`src/rtl/core/bmf_pkg.sv`:
```
// Package with the shared types and constants of the block median filter.
`default_nettype none

package bmf_pkg;

    // Data and configuration widths, the default row length and the reset window size.
    localparam int SAMPLE_W           = 32;
    localparam int CFG_W              = 5;
    localparam int DEFAULT_MAX_WINDOW = 16;
    localparam logic [CFG_W-1:0] WINDOW_RESET = 5'd3;

    // One input request.
    typedef struct packed {
        logic [SAMPLE_W-1:0] sample;
        logic                restart;
    } s_payload_t;

    // One result request.
    typedef struct packed {
        logic [SAMPLE_W-1:0] median;
        logic                ready_res;
    } m_payload_t;

    // Per-cycle command that every sorting cell receives.
    typedef struct packed {
        logic clear;
        logic insert;
        logic shift;
    } cell_ctrl_t;

    // Control states of the filter.
    typedef enum logic {
        ST_FILL,
        ST_DRAIN
    } bmf_state_t;

endpackage

`default_nettype wire

```
`src/rtl/core/bmf_cell.sv`:
```
// One sorting cell: holds a sample, its arrival position and a valid bit.
`default_nettype none

module bmf_cell import bmf_pkg::*; #(
    parameter int TAG_W = 4
) (
    input  wire logic                aclk,
    input  wire logic                aresetn,
    input  wire cell_ctrl_t          ctrl,
    input  wire logic [SAMPLE_W-1:0] ins_value,
    input  wire logic [TAG_W-1:0]    ins_tag,
    input  wire logic                lower_gt,
    input  wire logic                lower_valid,
    input  wire logic [SAMPLE_W-1:0] lower_value,
    input  wire logic [TAG_W-1:0]    lower_tag,
    input  wire logic                upper_valid,
    input  wire logic [SAMPLE_W-1:0] upper_value,
    input  wire logic [TAG_W-1:0]    upper_tag,
    output logic                     cell_valid,
    output logic [SAMPLE_W-1:0]      cell_value,
    output logic [TAG_W-1:0]         cell_tag,
    output logic                     cell_gt
);

    logic                valid_reg, valid_next;
    logic [SAMPLE_W-1:0] value_reg, value_next;
    logic [TAG_W-1:0]    tag_reg, tag_next;

    // The new sample belongs at or below this cell when the cell is empty or larger.
    assign cell_gt = !valid_reg || (value_reg > ins_value);

    // Clear empties the cell; insert keeps, takes the new sample, or shifts up from below; drain shifts down.
    always_comb begin
        valid_next = valid_reg;
        value_next = value_reg;
        tag_next   = tag_reg;
        priority if (ctrl.clear) begin
            valid_next = 1'b0;
        end else if (ctrl.insert) begin
            if (cell_gt) begin
                if (!lower_gt) begin
                    valid_next = 1'b1;
                    value_next = ins_value;
                    tag_next   = ins_tag;
                end else begin
                    valid_next = lower_valid;
                    value_next = lower_value;
                    tag_next   = lower_tag;
                end
            end
        end else if (ctrl.shift) begin
            valid_next = upper_valid;
            value_next = upper_value;
            tag_next   = upper_tag;
        end else begin
            // With no command the cell keeps what it holds.
            valid_next = valid_reg;
            value_next = value_reg;
            tag_next   = tag_reg;
        end
    end

    always_ff @(posedge aclk) begin
        if (!aresetn) begin
            valid_reg <= 1'b0;
        end else begin
            valid_reg <= valid_next;
        end
        value_reg <= value_next;
        tag_reg   <= tag_next;
    end

    assign cell_valid = valid_reg;
    assign cell_value = value_reg;
    assign cell_tag   = tag_reg;

endmodule

`default_nettype wire

```
`src/rtl/core/bmf_chain.sv`:
```
// Row of sorting cells kept in ascending order, smallest sample at the head.
`default_nettype none

module bmf_chain import bmf_pkg::*; #(
    parameter int MAX_WINDOW = DEFAULT_MAX_WINDOW,
    parameter int TAG_W      = 4
) (
    input  wire logic                aclk,
    input  wire logic                aresetn,
    input  wire cell_ctrl_t          ctrl,
    input  wire logic [SAMPLE_W-1:0] ins_value,
    input  wire logic [TAG_W-1:0]    ins_tag,
    output logic                     head_valid,
    output logic [SAMPLE_W-1:0]      head_value,
    output logic [TAG_W-1:0]         head_tag
);

    logic [MAX_WINDOW-1:0] valid_w;
    logic [MAX_WINDOW-1:0] gt_w;
    logic [SAMPLE_W-1:0]   value_w [MAX_WINDOW];
    logic [TAG_W-1:0]      tag_w   [MAX_WINDOW];

    // Each cell talks to its two neighbors; the ends see an empty neighbor.
    for (genvar i = 0; i < MAX_WINDOW; i++) begin : g_cell
        logic                lo_gt, lo_valid, up_valid;
        logic [SAMPLE_W-1:0] lo_value, up_value;
        logic [TAG_W-1:0]    lo_tag, up_tag;

        if (i == 0) begin : g_bottom
            assign lo_gt    = 1'b0;
            assign lo_valid = 1'b0;
            assign lo_value = '0;
            assign lo_tag   = '0;
        end else begin : g_lower
            assign lo_gt    = gt_w[i-1];
            assign lo_valid = valid_w[i-1];
            assign lo_value = value_w[i-1];
            assign lo_tag   = tag_w[i-1];
        end

        if (i == MAX_WINDOW - 1) begin : g_top
            assign up_valid = 1'b0;
            assign up_value = '0;
            assign up_tag   = '0;
        end else begin : g_upper
            assign up_valid = valid_w[i+1];
            assign up_value = value_w[i+1];
            assign up_tag   = tag_w[i+1];
        end

        bmf_cell #(
            .TAG_W(TAG_W)
        ) u_cell (
            .aclk        (aclk),
            .aresetn     (aresetn),
            .ctrl        (ctrl),
            .ins_value   (ins_value),
            .ins_tag     (ins_tag),
            .lower_gt    (lo_gt),
            .lower_valid (lo_valid),
            .lower_value (lo_value),
            .lower_tag   (lo_tag),
            .upper_valid (up_valid),
            .upper_value (up_value),
            .upper_tag   (up_tag),
            .cell_valid  (valid_w[i]),
            .cell_value  (value_w[i]),
            .cell_tag    (tag_w[i]),
            .cell_gt     (gt_w[i])
        );
    end

    assign head_valid = valid_w[0];
    assign head_value = value_w[0];
    assign head_tag   = tag_w[0];

endmodule

`default_nettype wire

```
`src/rtl/core/block_median_filter.sv`:
```
// Top level of the non-overlapping block median filter.
//
// Input requests arrive on s_valid/s_ready/s_data (sample and restart flag);
// every accepted request yields exactly one result request on
// m_valid/m_ready/m_data (median and ready_res). cfg_we/cfg_wdata write the
// window size; write it only while the filter is idle (the block does not enforce this).
// Each sample is inserted into the sorted row of cells as it is accepted; a
// sample that does not close a block is accepted every cycle while the output
// register is free; its result (median 0, ready_res 0) is there the next cycle.
// The sample that closes a block is followed by a drain: the row shifts
// toward its head one cell a cycle until the middle element of the block
// reaches it; s_ready is low during the drain.
// A restart request empties the row and returns median 0, ready_res 0.
// Reset empties the row, clears the fill count and sets the window size to 3.
// When the receiver stalls, the output register holds its result and s_ready
// drops until the result is taken; a drain waits at its last step.
`default_nettype none

module block_median_filter import bmf_pkg::*; #(
    parameter int MAX_WINDOW = DEFAULT_MAX_WINDOW
) (
    input  wire logic             aclk,
    input  wire logic             aresetn,
    input  wire logic             cfg_we,
    input  wire logic [CFG_W-1:0] cfg_wdata,
    input  wire logic             s_valid,
    output logic                  s_ready,
    input  wire s_payload_t       s_data,
    output logic                  m_valid,
    input  wire logic             m_ready,
    output m_payload_t            m_data
);

    localparam int TagW   = (MAX_WINDOW > 1) ? $clog2(MAX_WINDOW) : 1;
    localparam int SizeRW = $clog2(MAX_WINDOW + 1);
    localparam int SizeW  = (SizeRW > CFG_W) ? SizeRW : CFG_W;
    localparam logic [SizeW-1:0] MaxSize = SizeW'(MAX_WINDOW);

    bmf_state_t       state_reg, state_next;
    logic [CFG_W-1:0] window_size_reg, window_size_next;
    logic [TagW-1:0]  fill_count_reg, fill_count_next;
    logic [SizeW-1:0] rank_reg, rank_next;
    logic             m_valid_reg, m_valid_next;
    m_payload_t       m_data_reg, m_data_next;

    logic             s_fire, out_free, complete, counted, found;
    logic [SizeW-1:0] size_raw, eff_size, fill_plus, mid_rank;
    cell_ctrl_t       ctrl;
    logic             head_valid;
    logic [SAMPLE_W-1:0] head_value;
    logic [TagW-1:0]  head_tag;

    // Effective window: zero acts as one, larger than the row saturates.
    always_comb begin
        size_raw = SizeW'(window_size_reg);
        if (size_raw == '0) begin
            eff_size = SizeW'(1);
        end else if (size_raw > MaxSize) begin
            eff_size = MaxSize;
        end else begin
            eff_size = size_raw;
        end
    end

    assign mid_rank  = eff_size >> 1;
    assign fill_plus = SizeW'(fill_count_reg) + SizeW'(1);
    assign out_free  = !m_valid_reg || m_ready;
    assign s_fire    = s_valid && s_ready;
    assign complete  = !s_data.restart && (fill_plus >= eff_size);

    // Only samples whose arrival position lies inside the window count toward the median.
    assign counted = head_valid && (SizeW'(head_tag) < eff_size);
    assign found   = counted && (rank_reg == mid_rank);

    // Next state.
    always_comb begin
        state_next = state_reg;
        unique case (state_reg)
            ST_FILL: begin
                if (s_fire && complete) begin
                    state_next = ST_DRAIN;
                end
            end
            ST_DRAIN: begin
                if (found && out_free) begin
                    state_next = ST_FILL;
                end
            end
            default: state_next = ST_FILL;
        endcase
    end

    // Outputs and datapath control.
    always_comb begin
        s_ready          = 1'b0;
        ctrl             = '0;
        fill_count_next  = fill_count_reg;
        rank_next        = rank_reg;
        m_valid_next     = m_valid_reg && !m_ready;
        m_data_next      = m_data_reg;
        window_size_next = cfg_we ? cfg_wdata : window_size_reg;
        unique case (state_reg)
            ST_FILL: begin
                s_ready = out_free;
                if (s_fire) begin
                    if (s_data.restart) begin
                        ctrl.clear      = 1'b1;
                        fill_count_next = '0;
                        m_valid_next    = 1'b1;
                        m_data_next     = '0;
                    end else begin
                        ctrl.insert = 1'b1;
                        if (complete) begin
                            fill_count_next = '0;
                            rank_next       = '0;
                        end else begin
                            fill_count_next = fill_count_reg + TagW'(1);
                            m_valid_next    = 1'b1;
                            m_data_next     = '0;
                        end
                    end
                end
            end
            ST_DRAIN: begin
                if (found) begin
                    if (out_free) begin
                        ctrl.clear            = 1'b1;
                        m_valid_next          = 1'b1;
                        m_data_next.median    = head_value;
                        m_data_next.ready_res = 1'b1;
                    end
                end else begin
                    ctrl.shift = 1'b1;
                    rank_next  = rank_reg + SizeW'(counted);
                end
            end
            default: begin
                s_ready = 1'b0;
            end
        endcase
    end

    bmf_chain #(
        .MAX_WINDOW (MAX_WINDOW),
        .TAG_W      (TagW)
    ) u_chain (
        .aclk       (aclk),
        .aresetn    (aresetn),
        .ctrl       (ctrl),
        .ins_value  (s_data.sample),
        .ins_tag    (fill_count_reg),
        .head_valid (head_valid),
        .head_value (head_value),
        .head_tag   (head_tag)
    );

    // Control and output registers.
    always_ff @(posedge aclk) begin
        if (!aresetn) begin
            state_reg       <= ST_FILL;
            window_size_reg <= WINDOW_RESET;
            fill_count_reg  <= '0;
            rank_reg        <= '0;
            m_valid_reg     <= 1'b0;
        end else begin
            state_reg       <= state_next;
            window_size_reg <= window_size_next;
            fill_count_reg  <= fill_count_next;
            rank_reg        <= rank_next;
            m_valid_reg     <= m_valid_next;
        end
        m_data_reg <= m_data_next;
    end

    assign m_valid = m_valid_reg;
    assign m_data  = m_data_reg;

    // New requests are taken only while the row is filling.
    a_ready_in_fill: assert property (@(posedge aclk) disable iff (!aresetn)
        s_ready |-> (state_reg == ST_FILL))
        else $error("s_ready high outside the fill state");

    // A restart leaves the row empty.
    a_restart_clears: assert property (@(posedge aclk) disable iff (!aresetn)
        (s_fire && s_data.restart) |=> !head_valid)
        else $error("row not empty after restart");

    // During a drain the head always holds a sample until the median is found.
    a_drain_head: assert property (@(posedge aclk) disable iff (!aresetn)
        (state_reg == ST_DRAIN) |-> head_valid)
        else $error("row ran empty during drain");

    // A finished drain puts a valid median in the output register.
    a_drain_result: assert property (@(posedge aclk) disable iff (!aresetn)
        (state_reg == ST_DRAIN && found && out_free) |=> (m_valid && m_data.ready_res))
        else $error("drain finished without a median result");

    // The fill position never leaves the row.
    a_fill_bound: assert property (@(posedge aclk) disable iff (!aresetn)
        (TagW + 1)'(fill_count_reg) < (TagW + 1)'(MAX_WINDOW))
        else $error("fill count beyond the row");

endmodule

`default_nettype wire

```
`config.mk`:
```
export PLATFORM = sky130hd
export DESIGN_NAME = block_median_filter
export DESIGN_NICKNAME = d
export VERILOG_FILES = /design/src/rtl/core/bmf_pkg.sv /design/src/rtl/core/bmf_cell.sv /design/src/rtl/core/bmf_chain.sv /design/src/rtl/core/block_median_filter.sv
export SDC_FILE = /design/constraint.sdc
export NUM_CORES = 2
export LEC_CHECK = 0
export ABC_AREA = 1
export ABC_CLOCK_PERIOD_IN_PS = 6750
export BUFFER_PORTS_ARGS = -buffer_cell sky130_fd_sc_hd__buf_2
export CAP_MARGIN = 20
export CORE_MARGIN = 1
export CORE_UTILIZATION = 62
export CTS_BUF_LIST = sky130_fd_sc_hd__clkbuf_8
export DETAILED_ROUTE_END_ITERATION = 10
export MAX_ROUTING_LAYER = met4
export PLACE_DENSITY = 0.79
export SYNTH_ARGS = -nofsm -noshare
export SYNTH_HDL_FRONTEND = slang
export SYNTH_SLANG_ARGS = --single-unit
```
`constraint.sdc`:
```
create_clock -name aclk -period 6.75 [get_ports aclk]
set_clock_uncertainty 0.1 [all_clocks]
set_input_delay 1.35 -clock aclk [delete_from_list [all_inputs] [get_ports aclk]]
set_output_delay 1.35 -clock aclk [all_outputs]
set_load 0.01 [all_outputs]
```
==> reports/qor.csv <==
stage,metric,value,unit
status,status,"finished, final reports clean",
hold_path,worst hold path class,reg2reg,
timing,setup violators final,0,
routing,"wirelength, routed",135000,um
yosys,syn_nets,5899,
clock_tree,CTS Hold Buffers Added,0,
grt,largest net degree at the start of global routing,174,
routing,DRT iter0 DRCs,5205,
hold_path,Hold Crit Depth,2,
timing,Worst Tran Pin Value,1.16,ns
pwr,Power Total,11.9,mW
critical_path,WS Path Type,in2reg,
pwr,Power per Cell Area,249,nW/um^2
yosys,Post-synth EDFFs,609,
clock_tree,Clock Latency Late Sink,0.77,ns
grt,first-pass GRT wire length,211000,um
grt,total track usage,0.376,
routing,First-pass DRT Iterations,8,
routing,via count,40534,
timing,max-slew violation count,0,
finish,max FFs per register,512,
yosys,Syn Inst Count,5333,
yosys,mapped cell area,44400,um^2
yosys,register area share after synthesis,0.427,
floorplanning,starting density of the core,0.630,
grt,vias in the first global route,38189,
clock_tree,Clock Path Buffers,3,
clock_tree,CTS H-tree lvls,3,
placed_design,port bufs,77,
placed_design,Post-DP HPWL,100000,um
finish,share of cells above drive strength 1,0.0720,
yosys,predominant post-synthesis flop cell,edfxtp_1,
floorplanning,Die ar.,72600,um^2
clock_tree,Post-CTS Setup Repair Bufs,0,
clock_tree,CTS sink cnt,641,
clock_tree,"Reg clk slew, reported paths",0.06,ns
finish,Area Overhead vs Synth,7.72,%
critical_path,beginning of the critical path,s_data[32],
timing,RSZ-0062 raised after global routing,no,
critical_path,Reg2Reg Setup Slack,2.84,ns
clock_tree,CTS tree,yes,
yosys,share of flip-flops with an asynchronous set or reset,0,
yosys,Ys Warns,0,
timing,endpoints failing hold,0,
timing,f_max,0.199,GHz
critical_path,crit-path max FO,21,
critical_path,reg2reg start,size_raw[4],
pwr,leakage power,21.2,nW
yosys,synthesized flop and latch total,641,
floorplanning,Ports,78,
job,Max Cap Viol,0,
critical_path,"Arr. time, crit path",5.34,ns
routing,post-route ant nets,0,
critical_path,R2R cell count,12,
timing,final hold slack,0.402,ns
clock_tree,CTS root buffer,clkbuf_8,
routing,wire length per cell,21.3,um
timing,Tmin final,5.02,ns
floorplanning,core area,70400,um^2
critical_path,crit path launch type,primary input,
critical_path,CP endpoint kind,register,
timing,Final period util,0.743,
placed_design,RD Place Congestion,0.944,
hold_path,Hold Startpoint,u_chain.g_cell[15].u_cell.cell_valid,
critical_path,CP endpoint,u_chain.g_cell[1].u_cell.cell_value[3],
critical_path,R2R Path End,u_chain.g_cell[11].u_cell.cell_tag[3],
timing,Slew HR,0.229,
critical_path,Crit path required time,7.07,ns
grt,initial antenna violation count,13,
floorplanning,die width,270,um
routing,DR vias/cell,6.36,
grt,grt ovf,0,
clock_tree,CTS Buf Count,112,
routing,residual DRC count,0,
finish,fin cells,6371,
floorplanning,Site Rows,97,
placed_design,post-placement cell count,6137,
floorplanning,die extent in y,270,um
timing,Fin Setup TNS,0,ns
clock_tree,Post-CTS Resized,0,
pwr,peak supply drop,0.000182,V
yosys,Mean Syn Cell Area,8.32,um^2
finish,Final #Nets,5883,
yosys,post-synthesis cell type count,38,
[worst max-delay path, stage by stage]
cell and delay (ns):
buf_2 0.34, inv_1 0.50, ha_1 0.49, nand2_1 0.08, nor2_1 0.15, nand4_1 0.17
nor4_1 0.48, nand2_1 0.11, nand2_1 0.07, nand2_1 0.46, a21oi_4 0.68, buf_4 0.43
[kinds of logic after synthesis]
logic type,Yosys count,share of synthesized area
AOI/OAI and AO/OA,510,0.0597
xor gates and xnor gates,5,0.000987
adders and majority gates,523,0.147
buffers and inverters,633,0.0598
DFF,641,0.427
and+or+nand+nor,3021,0.305
[per-layer routing]
metal,GRT usage,up-vias,share of wire
met4,0.189,0,0.052
met1,0.489,18910,0.39
met3,0.0536,331,0.11
met2,0.577,2430,0.45
met5,-,-,0
li1,-,18863,-
[cell type report]
cell class                 count  area (um^2)
antenna                       14         35.0
clock buffer                 126         1730
clock inverter                88          407
fill                        5781        22600
inverter                     303         1160
multi-input combinational   4059        22900
sequential                   641        18900
tap                          940         1180
timing repair buffer         200         1420
[report_power, final]
group / leakage, nW / internal (mW) / total [mW] / switching [mW]
registers: 6.05 / 5.04 / 5.49 / 0.453
clock network: 1.23 / 1.75 / 3.52 / 1.77
logic: 13.9 / 0.959 / 2.90 / 1.94
[worst min-delay path by stage]
stage	to
floorplan	size_raw[0]
global placement	size_raw[0]
detailed placement	u_chain.g_cell[15].u_cell.cell_valid
CTS	u_chain.g_cell[15].u_cell.cell_valid
global route	u_chain.g_cell[15].u_cell.cell_valid
finish	u_chain.g_cell[15].u_cell.cell_valid
[stage by stage]
stage / util / setup WS, ns / instance area (um^2)
4_1_cts: 0.677 / 1.81 / 47700
3_3_place_gp: 0.647 / 1.19 / 45500
5_1_grt: 0.679 / 1.46 / 47800
2_1_floorplan: - / 1.45 / 44400
6_report: 0.679 / 1.73 / 47800
3_5_place_dp: 0.647 / 1.00 / 45500
[cells in the final DEF (no fill, tap or decap), types with 2 or more instances in the layout]
cell type	synthesis	routed
buf_2	173	77
buf_4	4	109
a21oi_1	311	298
xor2_1	3	3
clkbuf_8	0	126
inv_2	2	2
a21oi_4	0	13
nor3_1	22	22
nor2_4	10	10
a21o_1	3	3
clkinv_2	0	17
o21ai_0	165	165
ha_1	523	523
o21a_1	8	8
inv_1	299	334
nor2_2	5	5
dfxtp_1	32	32
clkinv_1	0	29
nor2_1	225	225
o211ai_1	2	2
xnor2_1	2	2
nor4_1	15	15
nand4_1	48	48
nand3_1	1506	1506
nand3b_1	5	5
inv_6	0	2
nand2_2	4	4
edfxtp_1	609	609
nand2_1	1176	1176
clkinvlp_4	0	3
diode_2	0	14
o21bai_1	11	11
buf_6	5	7
a21boi_0	8	8
buf_12	0	7
[synth_stat cells, types with 10 or more instances]
| cell type | count | area, um^2 |
|---|---|---|
| nand4_1 | 48 | 300 |
| buf_2 | 173 | 866 |
| ha_1 | 523 | 6540 |
| nor2_4 | 10 | 113 |
| nand3_1 | 1506 | 7540 |
| o21ai_0 | 165 | 826 |
| nor2_1 | 225 | 845 |
| nand2_1 | 1176 | 4410 |
| dfxtp_1 | 32 | 641 |
| o21bai_1 | 11 | 82.6 |
| inv_1 | 299 | 1120 |
| buf_1 | 29 | 109 |
| edfxtp_1 | 609 | 18300 |
| nor4_1 | 15 | 93.8 |
| clkbuf_1 | 119 | 447 |
| a21oi_1 | 311 | 1560 |
| nor3_1 | 22 | 110 |
Power figures use the tool's default switching activity.
